**config.mk**
```make
export PLATFORM = sky130hd
export DESIGN_NAME = trace_ring_page_parser_flat
export DESIGN_NICKNAME = d
export VERILOG_FILES = /design/src/design/trp_pkg.sv /design/src/design/trp_ifs.sv /design/src/design/trace_ring_page_parser.sv /design/src/design/trp_core.sv /design/src/design/trp_out_queue.sv /design/src/flat_wrapper.sv
export SDC_FILE = /design/constraint.sdc
export NUM_CORES = 1
export LEC_CHECK = 0
export BUFFER_PORTS_ARGS = -buffer_cell sky130_fd_sc_hd__buf_2
export CORE_MARGIN = 1.5
export CORE_UTILIZATION = 35
export CTS_BUF_LIST = sky130_fd_sc_hd__clkbuf_4 sky130_fd_sc_hd__clkbuf_8 sky130_fd_sc_hd__clkbuf_16
export DETAILED_ROUTE_END_ITERATION = 7
export HOLD_SLACK_MARGIN = 0.15
export PLACE_DENSITY = 0.47
export SYNTH_ARGS = -nofsm -noshare
export SYNTH_HDL_FRONTEND = slang
export SYNTH_SLANG_ARGS = --single-unit
```
**constraint.sdc**
```tcl
create_clock -name clk -period 6.65 [get_ports clk]
set_clock_uncertainty 0.1 [all_clocks]
set_input_delay 0.9975 -clock clk [delete_from_list [all_inputs] [get_ports clk]]
set_output_delay 0.9975 -clock clk [all_outputs]
set_load 0.01 [all_outputs]
```
**src/design/trp_pkg.sv**
```systemverilog
`timescale 1ns / 1ps

package trp_pkg;

  // result kinds; padding and bad length double as latched error codes
  localparam logic [2:0] KIND_EVENT         = 3'd0;
  localparam logic [2:0] KIND_PAGE_OK       = 3'd1;
  localparam logic [2:0] KIND_HDR_SHORT     = 3'd2;
  localparam logic [2:0] KIND_SIZE_MISMATCH = 3'd3;
  localparam logic [2:0] KIND_TRUNCATED     = 3'd4;
  localparam logic [2:0] KIND_PADDING       = 3'd5;
  localparam logic [2:0] KIND_BAD_LENGTH    = 3'd6;
  localparam logic [2:0] KIND_OVERSIZE      = 3'd7;
  localparam logic [2:0] ERR_NONE           = 3'd0;

  // low 5 bits of an event header: record length in words or a special type
  localparam logic [4:0] TOL_DATA_MIN    = 5'd2;
  localparam logic [4:0] TOL_DATA_MAX    = 5'd28;
  localparam logic [4:0] TOL_PADDING     = 5'd29;
  localparam logic [4:0] TOL_TIME_EXTEND = 5'd30;
  localparam logic [4:0] TOL_TIME_STAMP  = 5'd31;

  localparam logic [15:0] EV_WITH_IP = 16'd5;

  localparam int HDR_BYTES = 16;
  localparam logic [6:0] EXTEND_SKIP = 7'd4;
  localparam logic [6:0] STAMP_SKIP  = 7'd16;
  localparam logic [6:0] COMMON_BYTES = 7'd8;
  localparam logic [6:0] IP_BYTES    = 7'd8;

  typedef struct packed {
    logic [2:0]  kind;
    logic [7:0]  cpu;
    logic [31:0] proc_id;
    logic [15:0] event_kind;
    logic [7:0]  flag_bits;
    logic [7:0]  preempt_depth;
    logic        run_last;
  } trp_result_t;

  // up to two results per byte: an event, then a status
  typedef struct packed {
    logic        ev_valid;
    logic        st_valid;
    trp_result_t ev;
    trp_result_t st;
  } trp_push_t;

endpackage

```
**src/design/trp_ifs.sv**
```systemverilog
`timescale 1ns / 1ps

interface trp_in_if;
  logic       valid;
  logic       ready;
  logic [7:0] page_byte;
  logic       page_end;
  modport source (output valid, page_byte, page_end, input ready);
  modport sink (input valid, page_byte, page_end, output ready);
endinterface

interface trp_out_if;
  logic        valid;
  logic        ready;
  logic [2:0]  kind;
  logic [7:0]  cpu;
  logic [31:0] proc_id;
  logic [15:0] event_kind;
  logic [7:0]  flag_bits;
  logic [7:0]  preempt_depth;
  logic        run_last;
  modport source (output valid, kind, cpu, proc_id, event_kind, flag_bits,
                  preempt_depth, run_last, input ready);
  modport sink (input valid, kind, cpu, proc_id, event_kind, flag_bits,
                preempt_depth, run_last, output ready);
endinterface

interface trp_cfg_if;
  logic       valid;
  logic       ready;
  logic [7:0] cpu_id;
  modport source (output valid, cpu_id, input ready);
  modport sink (input valid, cpu_id, output ready);
endinterface

```
**src/design/trace_ring_page_parser.sv**
```systemverilog
`timescale 1ns / 1ps
// Channel     Role    Payload
// page_in     sink    page_byte, page_end
// result_out  source  kind, cpu, proc_id, event_kind, flag_bits, preempt_depth, run_last
// cfg         sink    cpu_id (always ready)
//
// One byte per cycle sustained; bytes are registered at input, results in the queue.
// A byte ending a record's common fields and the page gives an event, then a status.
// Throughput is set by the 4-entry result queue: input stalls while it has under two
// free entries, i.e. only when result_out is back-pressured.
// rst (synchronous) clears the parser state, the queue and cpu_id; no clearing pass.

module trace_ring_page_parser import trp_pkg::*; #(
  parameter int PAGE_BYTES = 4096
) (
  input  logic     clk,
  input  logic     rst,
  trp_in_if.sink   page_in,
  trp_out_if.source result_out,
  trp_cfg_if.sink  cfg
);

  logic        in_valid;
  logic [7:0]  in_byte;
  logic        in_end;
  logic [7:0]  cpu_id;
  logic        room;
  logic        go;
  trp_push_t   push;
  trp_result_t head;

  assign go            = in_valid && room;
  assign page_in.ready = !in_valid || go;
  assign cfg.ready     = 1'b1;

  always_ff @(posedge clk) begin
    if (rst) begin
      in_valid <= 1'b0;
    end else if (page_in.valid && page_in.ready) begin
      in_valid <= 1'b1;
    end else if (go) begin
      in_valid <= 1'b0;
    end
  end

  always_ff @(posedge clk) begin
    if (page_in.valid && page_in.ready) begin
      in_byte <= page_in.page_byte;
      in_end  <= page_in.page_end;
    end
  end

  always_ff @(posedge clk) begin
    if (rst) begin
      cpu_id <= '0;
    end else if (cfg.valid) begin
      cpu_id <= cfg.cpu_id;
    end
  end

  trp_core #(
    .PAGE_BYTES (PAGE_BYTES)
  ) u_core (
    .clk       (clk),
    .rst       (rst),
    .go        (go),
    .page_byte (in_byte),
    .page_end  (in_end),
    .cpu_id    (cpu_id),
    .push      (push)
  );

  trp_out_queue u_queue (
    .clk   (clk),
    .rst   (rst),
    .push  (push),
    .room  (room),
    .valid (result_out.valid),
    .ready (result_out.ready),
    .data  (head)
  );

  assign result_out.kind          = head.kind;
  assign result_out.cpu           = head.cpu;
  assign result_out.proc_id       = head.proc_id;
  assign result_out.event_kind    = head.event_kind;
  assign result_out.flag_bits     = head.flag_bits;
  assign result_out.preempt_depth = head.preempt_depth;
  assign result_out.run_last      = head.run_last;

endmodule

```
**src/design/trp_core.sv**
```systemverilog
`timescale 1ns / 1ps

module trp_core import trp_pkg::*; #(
  parameter int PAGE_BYTES = 4096
) (
  input  logic       clk,
  input  logic       rst,
  input  logic       go,
  input  logic [7:0] page_byte,
  input  logic       page_end,
  input  logic [7:0] cpu_id,
  output trp_push_t  push
);

  localparam int OFS_W = $clog2(PAGE_BYTES + 2);
  localparam logic [OFS_W-1:0] OFS_MAX      = OFS_W'(PAGE_BYTES);
  localparam logic [OFS_W-1:0] OFS_HDR_LAST = OFS_W'(HDR_BYTES - 1);
  localparam logic [OFS_W-1:0] OFS_HDR      = OFS_W'(HDR_BYTES);

  typedef enum logic [6:0] {
    PH_HDR  = 7'b0000001,
    PH_EVH  = 7'b0000010,
    PH_EXT  = 7'b0000100,
    PH_FLD  = 7'b0001000,
    PH_IP   = 7'b0010000,
    PH_SKIP = 7'b0100000,
    PH_DEAD = 7'b1000000
  } phase_t;

  phase_t           phase, phase_next;
  logic [OFS_W-1:0] page_offset, page_offset_next;
  logic [3:0]       field_idx, field_idx_next;
  logic [6:0]       skip_left, skip_left_next;
  logic [31:0]      declared_size, declared_size_next;
  logic [4:0]       type_lo, type_lo_next;
  logic [63:0]      record_fields, record_fields_next;
  logic [2:0]       error_code, error_code_next;

  logic [4:0]  tol;
  logic [6:0]  skip_dec;
  logic [63:0] rf_new;
  logic [2:0]  status_kind;

  always_comb begin
    phase_next         = phase;
    field_idx_next     = field_idx;
    skip_left_next     = skip_left;
    declared_size_next = declared_size;
    type_lo_next       = type_lo;
    record_fields_next = record_fields;
    error_code_next    = error_code;
    push               = '0;
    status_kind        = KIND_PAGE_OK;

    page_offset_next = (page_offset <= OFS_MAX) ? page_offset + OFS_W'(1) : page_offset;
    tol      = (field_idx == 4'd0) ? page_byte[4:0] : type_lo;
    skip_dec = (skip_left != 7'd0) ? skip_left - 7'd1 : skip_left;
    rf_new   = record_fields;
    rf_new[8*field_idx[2:0] +: 8] = page_byte;

    unique case (phase)
      PH_HDR: begin
        // declared size sits in header bytes 8..11
        if (page_offset[OFS_W-1:2] == (OFS_W-2)'(2)) begin
          declared_size_next[8*page_offset[1:0] +: 8] = page_byte;
        end
        if (page_offset == OFS_HDR_LAST) begin
          phase_next     = PH_EVH;
          field_idx_next = '0;
          type_lo_next   = '0;
        end
      end
      PH_EVH: begin
        field_idx_next = field_idx + 4'd1;
        if (field_idx == 4'd0) begin
          type_lo_next = page_byte[4:0];
        end
        if (field_idx == 4'd3) begin
          if (tol == TOL_PADDING) begin
            error_code_next = KIND_PADDING;
            phase_next      = PH_DEAD;
          end else if (tol == TOL_TIME_EXTEND || tol == TOL_TIME_STAMP) begin
            phase_next     = PH_EXT;
            skip_left_next = (tol == TOL_TIME_EXTEND) ? EXTEND_SKIP : STAMP_SKIP;
          end else if (tol < TOL_DATA_MIN || tol > TOL_DATA_MAX) begin
            error_code_next = KIND_BAD_LENGTH;
            phase_next      = PH_DEAD;
          end else begin
            phase_next         = PH_FLD;
            field_idx_next     = '0;
            record_fields_next = '0;
            // record body is 4*L bytes, common fields take the first 8
            skip_left_next     = {tol, 2'b00} - COMMON_BYTES;
          end
        end
      end
      PH_EXT, PH_SKIP: begin
        skip_left_next = skip_dec;
        if (skip_dec == 7'd0) begin
          phase_next     = PH_EVH;
          field_idx_next = '0;
          type_lo_next   = '0;
        end
      end
      PH_FLD: begin
        record_fields_next = rf_new;
        field_idx_next     = field_idx + 4'd1;
        if (field_idx == 4'd7) begin
          push.ev_valid           = 1'b1;
          push.ev.kind            = KIND_EVENT;
          push.ev.cpu             = cpu_id;
          push.ev.proc_id         = rf_new[63:32];
          push.ev.event_kind      = rf_new[15:0];
          push.ev.flag_bits       = rf_new[23:16];
          push.ev.preempt_depth   = rf_new[31:24];
          push.ev.run_last        = !page_end;
          if (rf_new[15:0] == EV_WITH_IP) begin
            if (skip_left < IP_BYTES) begin
              error_code_next = KIND_BAD_LENGTH;
              phase_next      = PH_DEAD;
            end else begin
              skip_left_next = skip_left - IP_BYTES;
              field_idx_next = '0;
              phase_next     = PH_IP;
            end
          end else if (skip_left == 7'd0) begin
            phase_next     = PH_EVH;
            field_idx_next = '0;
            type_lo_next   = '0;
          end else begin
            phase_next = PH_SKIP;
          end
        end
      end
      PH_IP: begin
        field_idx_next = field_idx + 4'd1;
        if (field_idx == 4'd7) begin
          if (skip_left == 7'd0) begin
            phase_next     = PH_EVH;
            field_idx_next = '0;
            type_lo_next   = '0;
          end else begin
            phase_next = PH_SKIP;
          end
        end
      end
      PH_DEAD: begin
      end
      default: begin
      end
    endcase

    // end-of-page status, judged on the state this byte leaves
    if (page_offset_next > OFS_MAX) begin
      status_kind = KIND_OVERSIZE;
    end else if (phase_next == PH_HDR) begin
      status_kind = KIND_HDR_SHORT;
    end else if (declared_size_next > 32'(page_offset_next - OFS_HDR)) begin
      status_kind = KIND_SIZE_MISMATCH;
    end else if (error_code_next != ERR_NONE) begin
      status_kind = error_code_next;
    end else if ((phase_next == PH_EVH && field_idx_next != 4'd0) ||
                 phase_next == PH_EXT || phase_next == PH_FLD || phase_next == PH_IP) begin
      status_kind = KIND_TRUNCATED;
    end

    if (page_end) begin
      push.st_valid = 1'b1;
      push.st.kind  = status_kind;
      push.st.cpu   = cpu_id;
      push.st.run_last = 1'b1;
      phase_next         = PH_HDR;
      page_offset_next   = '0;
      field_idx_next     = '0;
      skip_left_next     = '0;
      declared_size_next = '0;
      type_lo_next       = '0;
      record_fields_next = '0;
      error_code_next    = ERR_NONE;
    end

    // results only leave for a byte that is taken this cycle
    if (!go) begin
      push.ev_valid = 1'b0;
      push.st_valid = 1'b0;
    end
  end

  always_ff @(posedge clk) begin
    if (rst) begin
      phase         <= PH_HDR;
      page_offset   <= '0;
      field_idx     <= '0;
      skip_left     <= '0;
      declared_size <= '0;
      type_lo       <= '0;
      record_fields <= '0;
      error_code    <= ERR_NONE;
    end else if (go) begin
      phase         <= phase_next;
      page_offset   <= page_offset_next;
      field_idx     <= field_idx_next;
      skip_left     <= skip_left_next;
      declared_size <= declared_size_next;
      type_lo       <= type_lo_next;
      record_fields <= record_fields_next;
      error_code    <= error_code_next;
    end
  end

endmodule

```
**src/design/trp_out_queue.sv**
```systemverilog
`timescale 1ns / 1ps

module trp_out_queue import trp_pkg::*; (
  input  logic        clk,
  input  logic        rst,
  input  trp_push_t   push,
  output logic        room,
  output logic        valid,
  input  logic        ready,
  output trp_result_t data
);

  localparam int DEPTH = 4;
  localparam int PTR_W = $clog2(DEPTH);
  localparam int CNT_W = $clog2(DEPTH + 1);

  trp_result_t      slots [DEPTH];
  logic [PTR_W-1:0] wr_ptr, rd_ptr;
  logic [CNT_W-1:0] count, count_next;
  logic [PTR_W-1:0] st_ptr;
  logic [1:0]       n_push;
  logic             pop;

  assign valid  = (count != '0);
  assign pop    = valid && ready;
  assign room   = (count <= CNT_W'(DEPTH - 2));
  assign data   = slots[rd_ptr];
  assign n_push = {1'b0, push.ev_valid} + {1'b0, push.st_valid};
  assign st_ptr = wr_ptr + PTR_W'(push.ev_valid);
  assign count_next = count + CNT_W'(n_push) - CNT_W'(pop);

  always_ff @(posedge clk) begin
    if (push.ev_valid) begin
      slots[wr_ptr] <= push.ev;
    end
    if (push.st_valid) begin
      slots[st_ptr] <= push.st;
    end
  end

  always_ff @(posedge clk) begin
    if (rst) begin
      wr_ptr <= '0;
      rd_ptr <= '0;
      count  <= '0;
    end else begin
      wr_ptr <= wr_ptr + PTR_W'(n_push);
      rd_ptr <= rd_ptr + PTR_W'(pop);
      count  <= count_next;
    end
  end

endmodule

```
**src/flat_wrapper.sv**
```systemverilog
// flat-port wrapper written by rule: the top's interface ports become plain ports
module trace_ring_page_parser_flat import trp_pkg::*;
#(
  parameter int PAGE_BYTES = 4096
)
  (clk, rst, page_in_valid, page_in_page_byte, page_in_page_end, page_in_ready, result_out_valid, result_out_kind, result_out_cpu, result_out_proc_id, result_out_event_kind, result_out_flag_bits, result_out_preempt_depth, result_out_run_last, result_out_ready, cfg_valid, cfg_cpu_id, cfg_ready);
  trp_in_if page_in_i ();
  trp_out_if result_out_i ();
  trp_cfg_if cfg_i ();
  input  logic clk;
  input  logic rst;
  input wire logic [$bits(page_in_i.valid)-1:0] page_in_valid;
  input wire logic [$bits(page_in_i.page_byte)-1:0] page_in_page_byte;
  input wire logic [$bits(page_in_i.page_end)-1:0] page_in_page_end;
  output wire logic [$bits(page_in_i.ready)-1:0] page_in_ready;
  output wire logic [$bits(result_out_i.valid)-1:0] result_out_valid;
  output wire logic [$bits(result_out_i.kind)-1:0] result_out_kind;
  output wire logic [$bits(result_out_i.cpu)-1:0] result_out_cpu;
  output wire logic [$bits(result_out_i.proc_id)-1:0] result_out_proc_id;
  output wire logic [$bits(result_out_i.event_kind)-1:0] result_out_event_kind;
  output wire logic [$bits(result_out_i.flag_bits)-1:0] result_out_flag_bits;
  output wire logic [$bits(result_out_i.preempt_depth)-1:0] result_out_preempt_depth;
  output wire logic [$bits(result_out_i.run_last)-1:0] result_out_run_last;
  input wire logic [$bits(result_out_i.ready)-1:0] result_out_ready;
  input wire logic [$bits(cfg_i.valid)-1:0] cfg_valid;
  input wire logic [$bits(cfg_i.cpu_id)-1:0] cfg_cpu_id;
  output wire logic [$bits(cfg_i.ready)-1:0] cfg_ready;
  assign page_in_i.valid = page_in_valid;
  assign page_in_i.page_byte = page_in_page_byte;
  assign page_in_i.page_end = page_in_page_end;
  assign page_in_ready = page_in_i.ready;
  assign result_out_valid = result_out_i.valid;
  assign result_out_kind = result_out_i.kind;
  assign result_out_cpu = result_out_i.cpu;
  assign result_out_proc_id = result_out_i.proc_id;
  assign result_out_event_kind = result_out_i.event_kind;
  assign result_out_flag_bits = result_out_i.flag_bits;
  assign result_out_preempt_depth = result_out_i.preempt_depth;
  assign result_out_run_last = result_out_i.run_last;
  assign result_out_i.ready = result_out_ready;
  assign cfg_i.valid = cfg_valid;
  assign cfg_i.cpu_id = cfg_cpu_id;
  assign cfg_ready = cfg_i.ready;
  trace_ring_page_parser #(.PAGE_BYTES(PAGE_BYTES)) u_core (.clk(clk), .rst(rst), .page_in(page_in_i), .result_out(result_out_i), .cfg(cfg_i));
endmodule
```
==> results.tsv <==
stage	metric	value	unit
global_routing	gr usage total	20.7	%
timing	Tmin final	5.63	ns
timing	RSZ-0062 raised after global routing	false	
logic_synthesis	async set-reset flop share out of synthesis	0	%
route	1st-iter DRT viols	1162	
global_routing	largest net degree at the start of global routing	131	
logic_synthesis	synthesized area	22200	um^2
cells_and_area	Design Area, Final	25200	um^2
floorplan	die area	64800	um^2
route	total length of routed wires	67400	um
critical_path	RR Endpoint	u_core.u_queue.slots[1][75]$_DFFE_PP_	
clock_tree	setup bufs post-CTS	0	
run	max-cap violations	0	
cells_and_area	non-filler cells in the finished layout	3271	
power_and_ir_drop	share of total power in combinational logic	9.4	%
logic_synthesis	Post-synth top flop	dfxtp_1	
logic_synthesis	Yosys warnings	0	
route	Via Count	18090	
cells_and_area	fin nets	2458	
critical_path	Worst R2R Start	u_core.u_core.page_offset[0]$_SDFFE_PP0P_	
power_and_ir_drop	Final Power	6.69	mW
timing	worst slew pin tran	1.05	ns
critical_path	Crit Path Category	flip-flop to flip-flop	
logic_synthesis	largest cells by area after synthesis	dfxtp_1 (37%), edfxtp_1 (7.7%), mux4_2 (7.7%)	
floorplan	Die W	255	um
power_and_ir_drop	switching fraction of total power	25.5	%
clock_tree	CTS tree	built	
clock_tree	H-Tree Level Count	2	
critical_path	worst path required time	7.01	ns
cells_and_area	layout cells sized above 1	14.3	%
timing	final setup TNS	0	ns
cells_and_area	P&R area growth vs syn	13.8	%
logic_synthesis	Synth Net Count	2470	
clock_tree	Bufs on Longest Clock Path	3	
cells_and_area	most frequent cells in the layout	dfxtp_1 (405), nor2_1 (240), nand2_1 (218), o21ai_0 (218), nand3_1 (168)	
worst_hold_path	Hold Path Cell Cnt	2	
route	Pre-antenna DRT Iters	5	
critical_path	WP data arrival	6.00	ns
clock_tree	cts bufs inserted	53	
timing	Tcrit/Tclk final	84.7	%
clock_tree	Clock Latency Late Sink	0.62	ns
cells_and_area	ANT cells	0	
global_routing	grt total ovfl	0	
route	wire per inst	20.6	um
logic_synthesis	Seq/Total Area, Yosys	44.5	%
floorplan	Die Y	255	um
logic_synthesis	Synth cell types	74	
placed_design	Post-DP HPWL	41800	um
critical_path	Max Fanout on Critical Path	19	
clock_tree	CTS Sinks	464	
global_routing	vias in the first global route	17566	
critical_path	Worst Setup SP	u_core.u_core.page_offset[0]$_SDFFE_PP0P_	
placed_design	Buffers on Ports	99	
logic_synthesis	Syn Inst Count	2393	
clock_tree	hold_buf cts	0	
power_and_ir_drop	net switching power	1.71	mW
logic_synthesis	Synth Register Bits	464	
timing	setup violators final	0	
worst_hold_path	worst min path class	flip-flop to flip-flop	
placed_design	Final GP Congestion	0.834	
route	drt via density	5.53	
floorplan	Initial Util	35.3	%
floorplan	row cnt	92	
power_and_ir_drop	pwr/cell area	265	nW/um^2
cells_and_area	Core Util, Final	40.1	%
placed_design	Placed Cells incl. Taps	3172	
logic_synthesis	mean area per synthesized cell	9.26	um^2
power_and_ir_drop	peak supply drop	0.181	mV
clock_tree	CTS Root Cell	clkbuf_16	
timing	Slew Viols, Final	0	
global_routing	first-pass GRT wire length	105000	um
critical_path	critical path endpoint category	flip-flop	
outcome	run status	completed	
floorplan	Ports	101	
power_and_ir_drop	sequential power share	44.2	%
route	DRC viols	0	
cells_and_area	most common cell after layout, fill and taps aside	dfxtp_1	
route	Final ANT Viol Nets	0	
critical_path	flop2flop setup slack	1.02	ns
critical_path	Worst setup SP type	flip-flop	
timing	final hold vios	0	
timing	Max-slew headroom	29.7	%
logic_synthesis	Yosys top cell area share	36.8	%
global_routing	initial antenna violation count	0	
logic_synthesis	number of flops mapped to enable cells by yosys	57	
critical_path	Reg2Reg Depth	20	
logic_synthesis	Yosys top cell by area	dfxtp_1	
placed_design	placed inst area	23300	um^2
power_and_ir_drop	LEAKAGE	9.11	nW
critical_path	CP endpoint	u_core.u_queue.slots[1][75]$_DFFE_PP_	
clock_tree	clock slew at reported path FFs	0.06	ns
power_and_ir_drop	Int Power	4.98	mW
timing	achievable frequency	177	MHz
clock_tree	post-cts sizing count	0	
floorplan	Core ar.	62900	um^2
power_and_ir_drop	clock network power share	46.3	%
[cells by family (layout without fill, tap and decap cells)]
group / after synthesis / count (layout) / share of synthesized area, %
compound gates: 620 / 620 / 18.5
fa+ha+maj: 55 / 55 / 3.14
mux: 117 / 117 / 9.64
flops: 464 / 464 / 44.5
other cells: 1 / 1 / 0.0169
buf+inv: 229 / 261 / 4.01
simple gates: 876 / 876 / 18.9
xor+xnor: 31 / 31 / 1.23
[metal layers]
layer	wire length [um]	GRT usage, %	share of wire, %
met1	30600	27.9	45
met4	1250	5.46	1.8
met3	3100	2.69	4.6
met5	0	0	0
met2	32400	34.7	48
[cell usage after synthesis, types with 7 or more instances]
| cell | number |
|---|---|
| a21oi_1 | 86 |
| xor2_1 | 11 |
| clkbuf_1 | 152 |
| a22oi_1 | 81 |
| a22o_1 | 129 |
| and2_1 | 48 |
| nor2b_1 | 23 |
| nand4_1 | 15 |
| edfxtp_1 | 57 |
| inv_1 | 27 |
| nor3b_1 | 8 |
| a21o_1 | 7 |
| dfxtp_1 | 407 |
| nor2_1 | 241 |
| ha_1 | 54 |
| nand2_1 | 221 |
| a31oi_1 | 7 |
| nor3_1 | 21 |
| o21ai_0 | 218 |
| and3_1 | 25 |
| mux2i_1 | 38 |
| nor4_1 | 16 |
| xnor2_1 | 20 |
| o21ai_1 | 9 |
| buf_1 | 33 |
| a211oi_1 | 8 |
| mux4_2 | 76 |
| nand3_1 | 169 |
| nand2b_1 | 44 |
| buf_2 | 15 |
| a32oi_1 | 31 |
| or3_1 | 11 |
[worst max-delay path, cell delays in order, from the launching register on]
cell and delay, ns:
dfxtp_1 0.53, ha_1 0.26, and4b_1 0.33, nand2_1 0.13, or3_1 0.41, xor2_1 0.30, nand2_1 0.08, nor2_1 0.18
nand3_1 0.10, buf_4 0.23, ha_1 0.31, a211oi_1 0.26, nor2_1 0.08, a2111oi_0 0.63, nand2_1 0.12, o311ai_0 0.37
buf_4 0.22, nand3_1 0.07, a2111oi_1 0.48, a311oi_2 0.14, nor2_1 0.15
[cell type report]
class,count,area [um^2]
inverter,27,101
tap,846,1060
clock inverter,14,231
fill,6295,37600
multi-input combinational,1700,11500
timing repair buffer,135,843
clock buffer,85,1660
sequential,464,9870
[how the worst min path moves through the flow]
stage / startpoint / slack [ns] / to
3_5_place_dp: u_core.u_queue.slots[3][44]$_SDFFE_PP0P_ / 0.36 / u_core.u_queue.slots[3][44]$_SDFFE_PP0P_
2_1_floorplan: u_core.u_queue.slots[3][10]$_SDFFE_PP0P_ / 0.34 / u_core.u_queue.slots[3][10]$_SDFFE_PP0P_
3_3_place_gp: u_core.u_queue.slots[3][62]$_SDFFE_PP0P_ / 0.35 / u_core.u_queue.slots[3][62]$_SDFFE_PP0P_
6_report: u_core.u_queue.slots[3][58]$_SDFFE_PP0P_ / 0.37 / u_core.u_queue.slots[3][58]$_SDFFE_PP0P_
4_1_cts: u_core.u_queue.slots[3][44]$_SDFFE_PP0P_ / 0.37 / u_core.u_queue.slots[3][44]$_SDFFE_PP0P_
5_1_grt: u_core.u_queue.slots[0][4]$_SDFFE_PP0P_ / 0.39 / u_core.u_queue.slots[0][4]$_SDFFE_PP0P_
[flip-flops by register name (all words and copies together), names as in the netlist, 5 cells and up]
| signal | flops |
|---|---|
| u_core.u_core.skip_left | 7 |
| u_core.u_core.declared_size | 32 |
| u_core.cpu_id | 8 |
| u_core.u_core.record_fields | 64 |
| u_core.in_byte | 8 |
| u_core.u_queue.slots | 304 |
| u_core.u_core.phase | 7 |
| u_core.u_core.page_offset | 13 |
| u_core.u_core.type_lo | 5 |
[stage by stage]
| step | setup slack (ns) | hold WS [ns] |
|---|---|---|
| floorplan | 1.45 | 0.339 |
| global placement | 1.23 | 0.350 |
| detailed placement | 1.03 | 0.358 |
| CTS | 0.977 | 0.372 |
| global route | 0.257 | 0.388 |
| finish | 1.02 | 0.369 |
[power groups by stage]
| stage | clock [mW] | combinational, mW | sequential, mW |
|---|---|---|---|
| 6_report | 3.10 | 0.631 | 2.96 |
| 5_1_grt | 3.30 | 0.680 | 2.97 |
| 4_1_cts | 3.19 | 0.642 | 2.96 |
| 3_5_place_dp | 0 | 0.640 | 3.02 |
| 3_3_place_gp | 0 | 0.637 | 3.02 |
| 2_1_floorplan | 0 | 0.481 | 2.94 |
No activity file was read; power rests on OpenSTA's default activity.
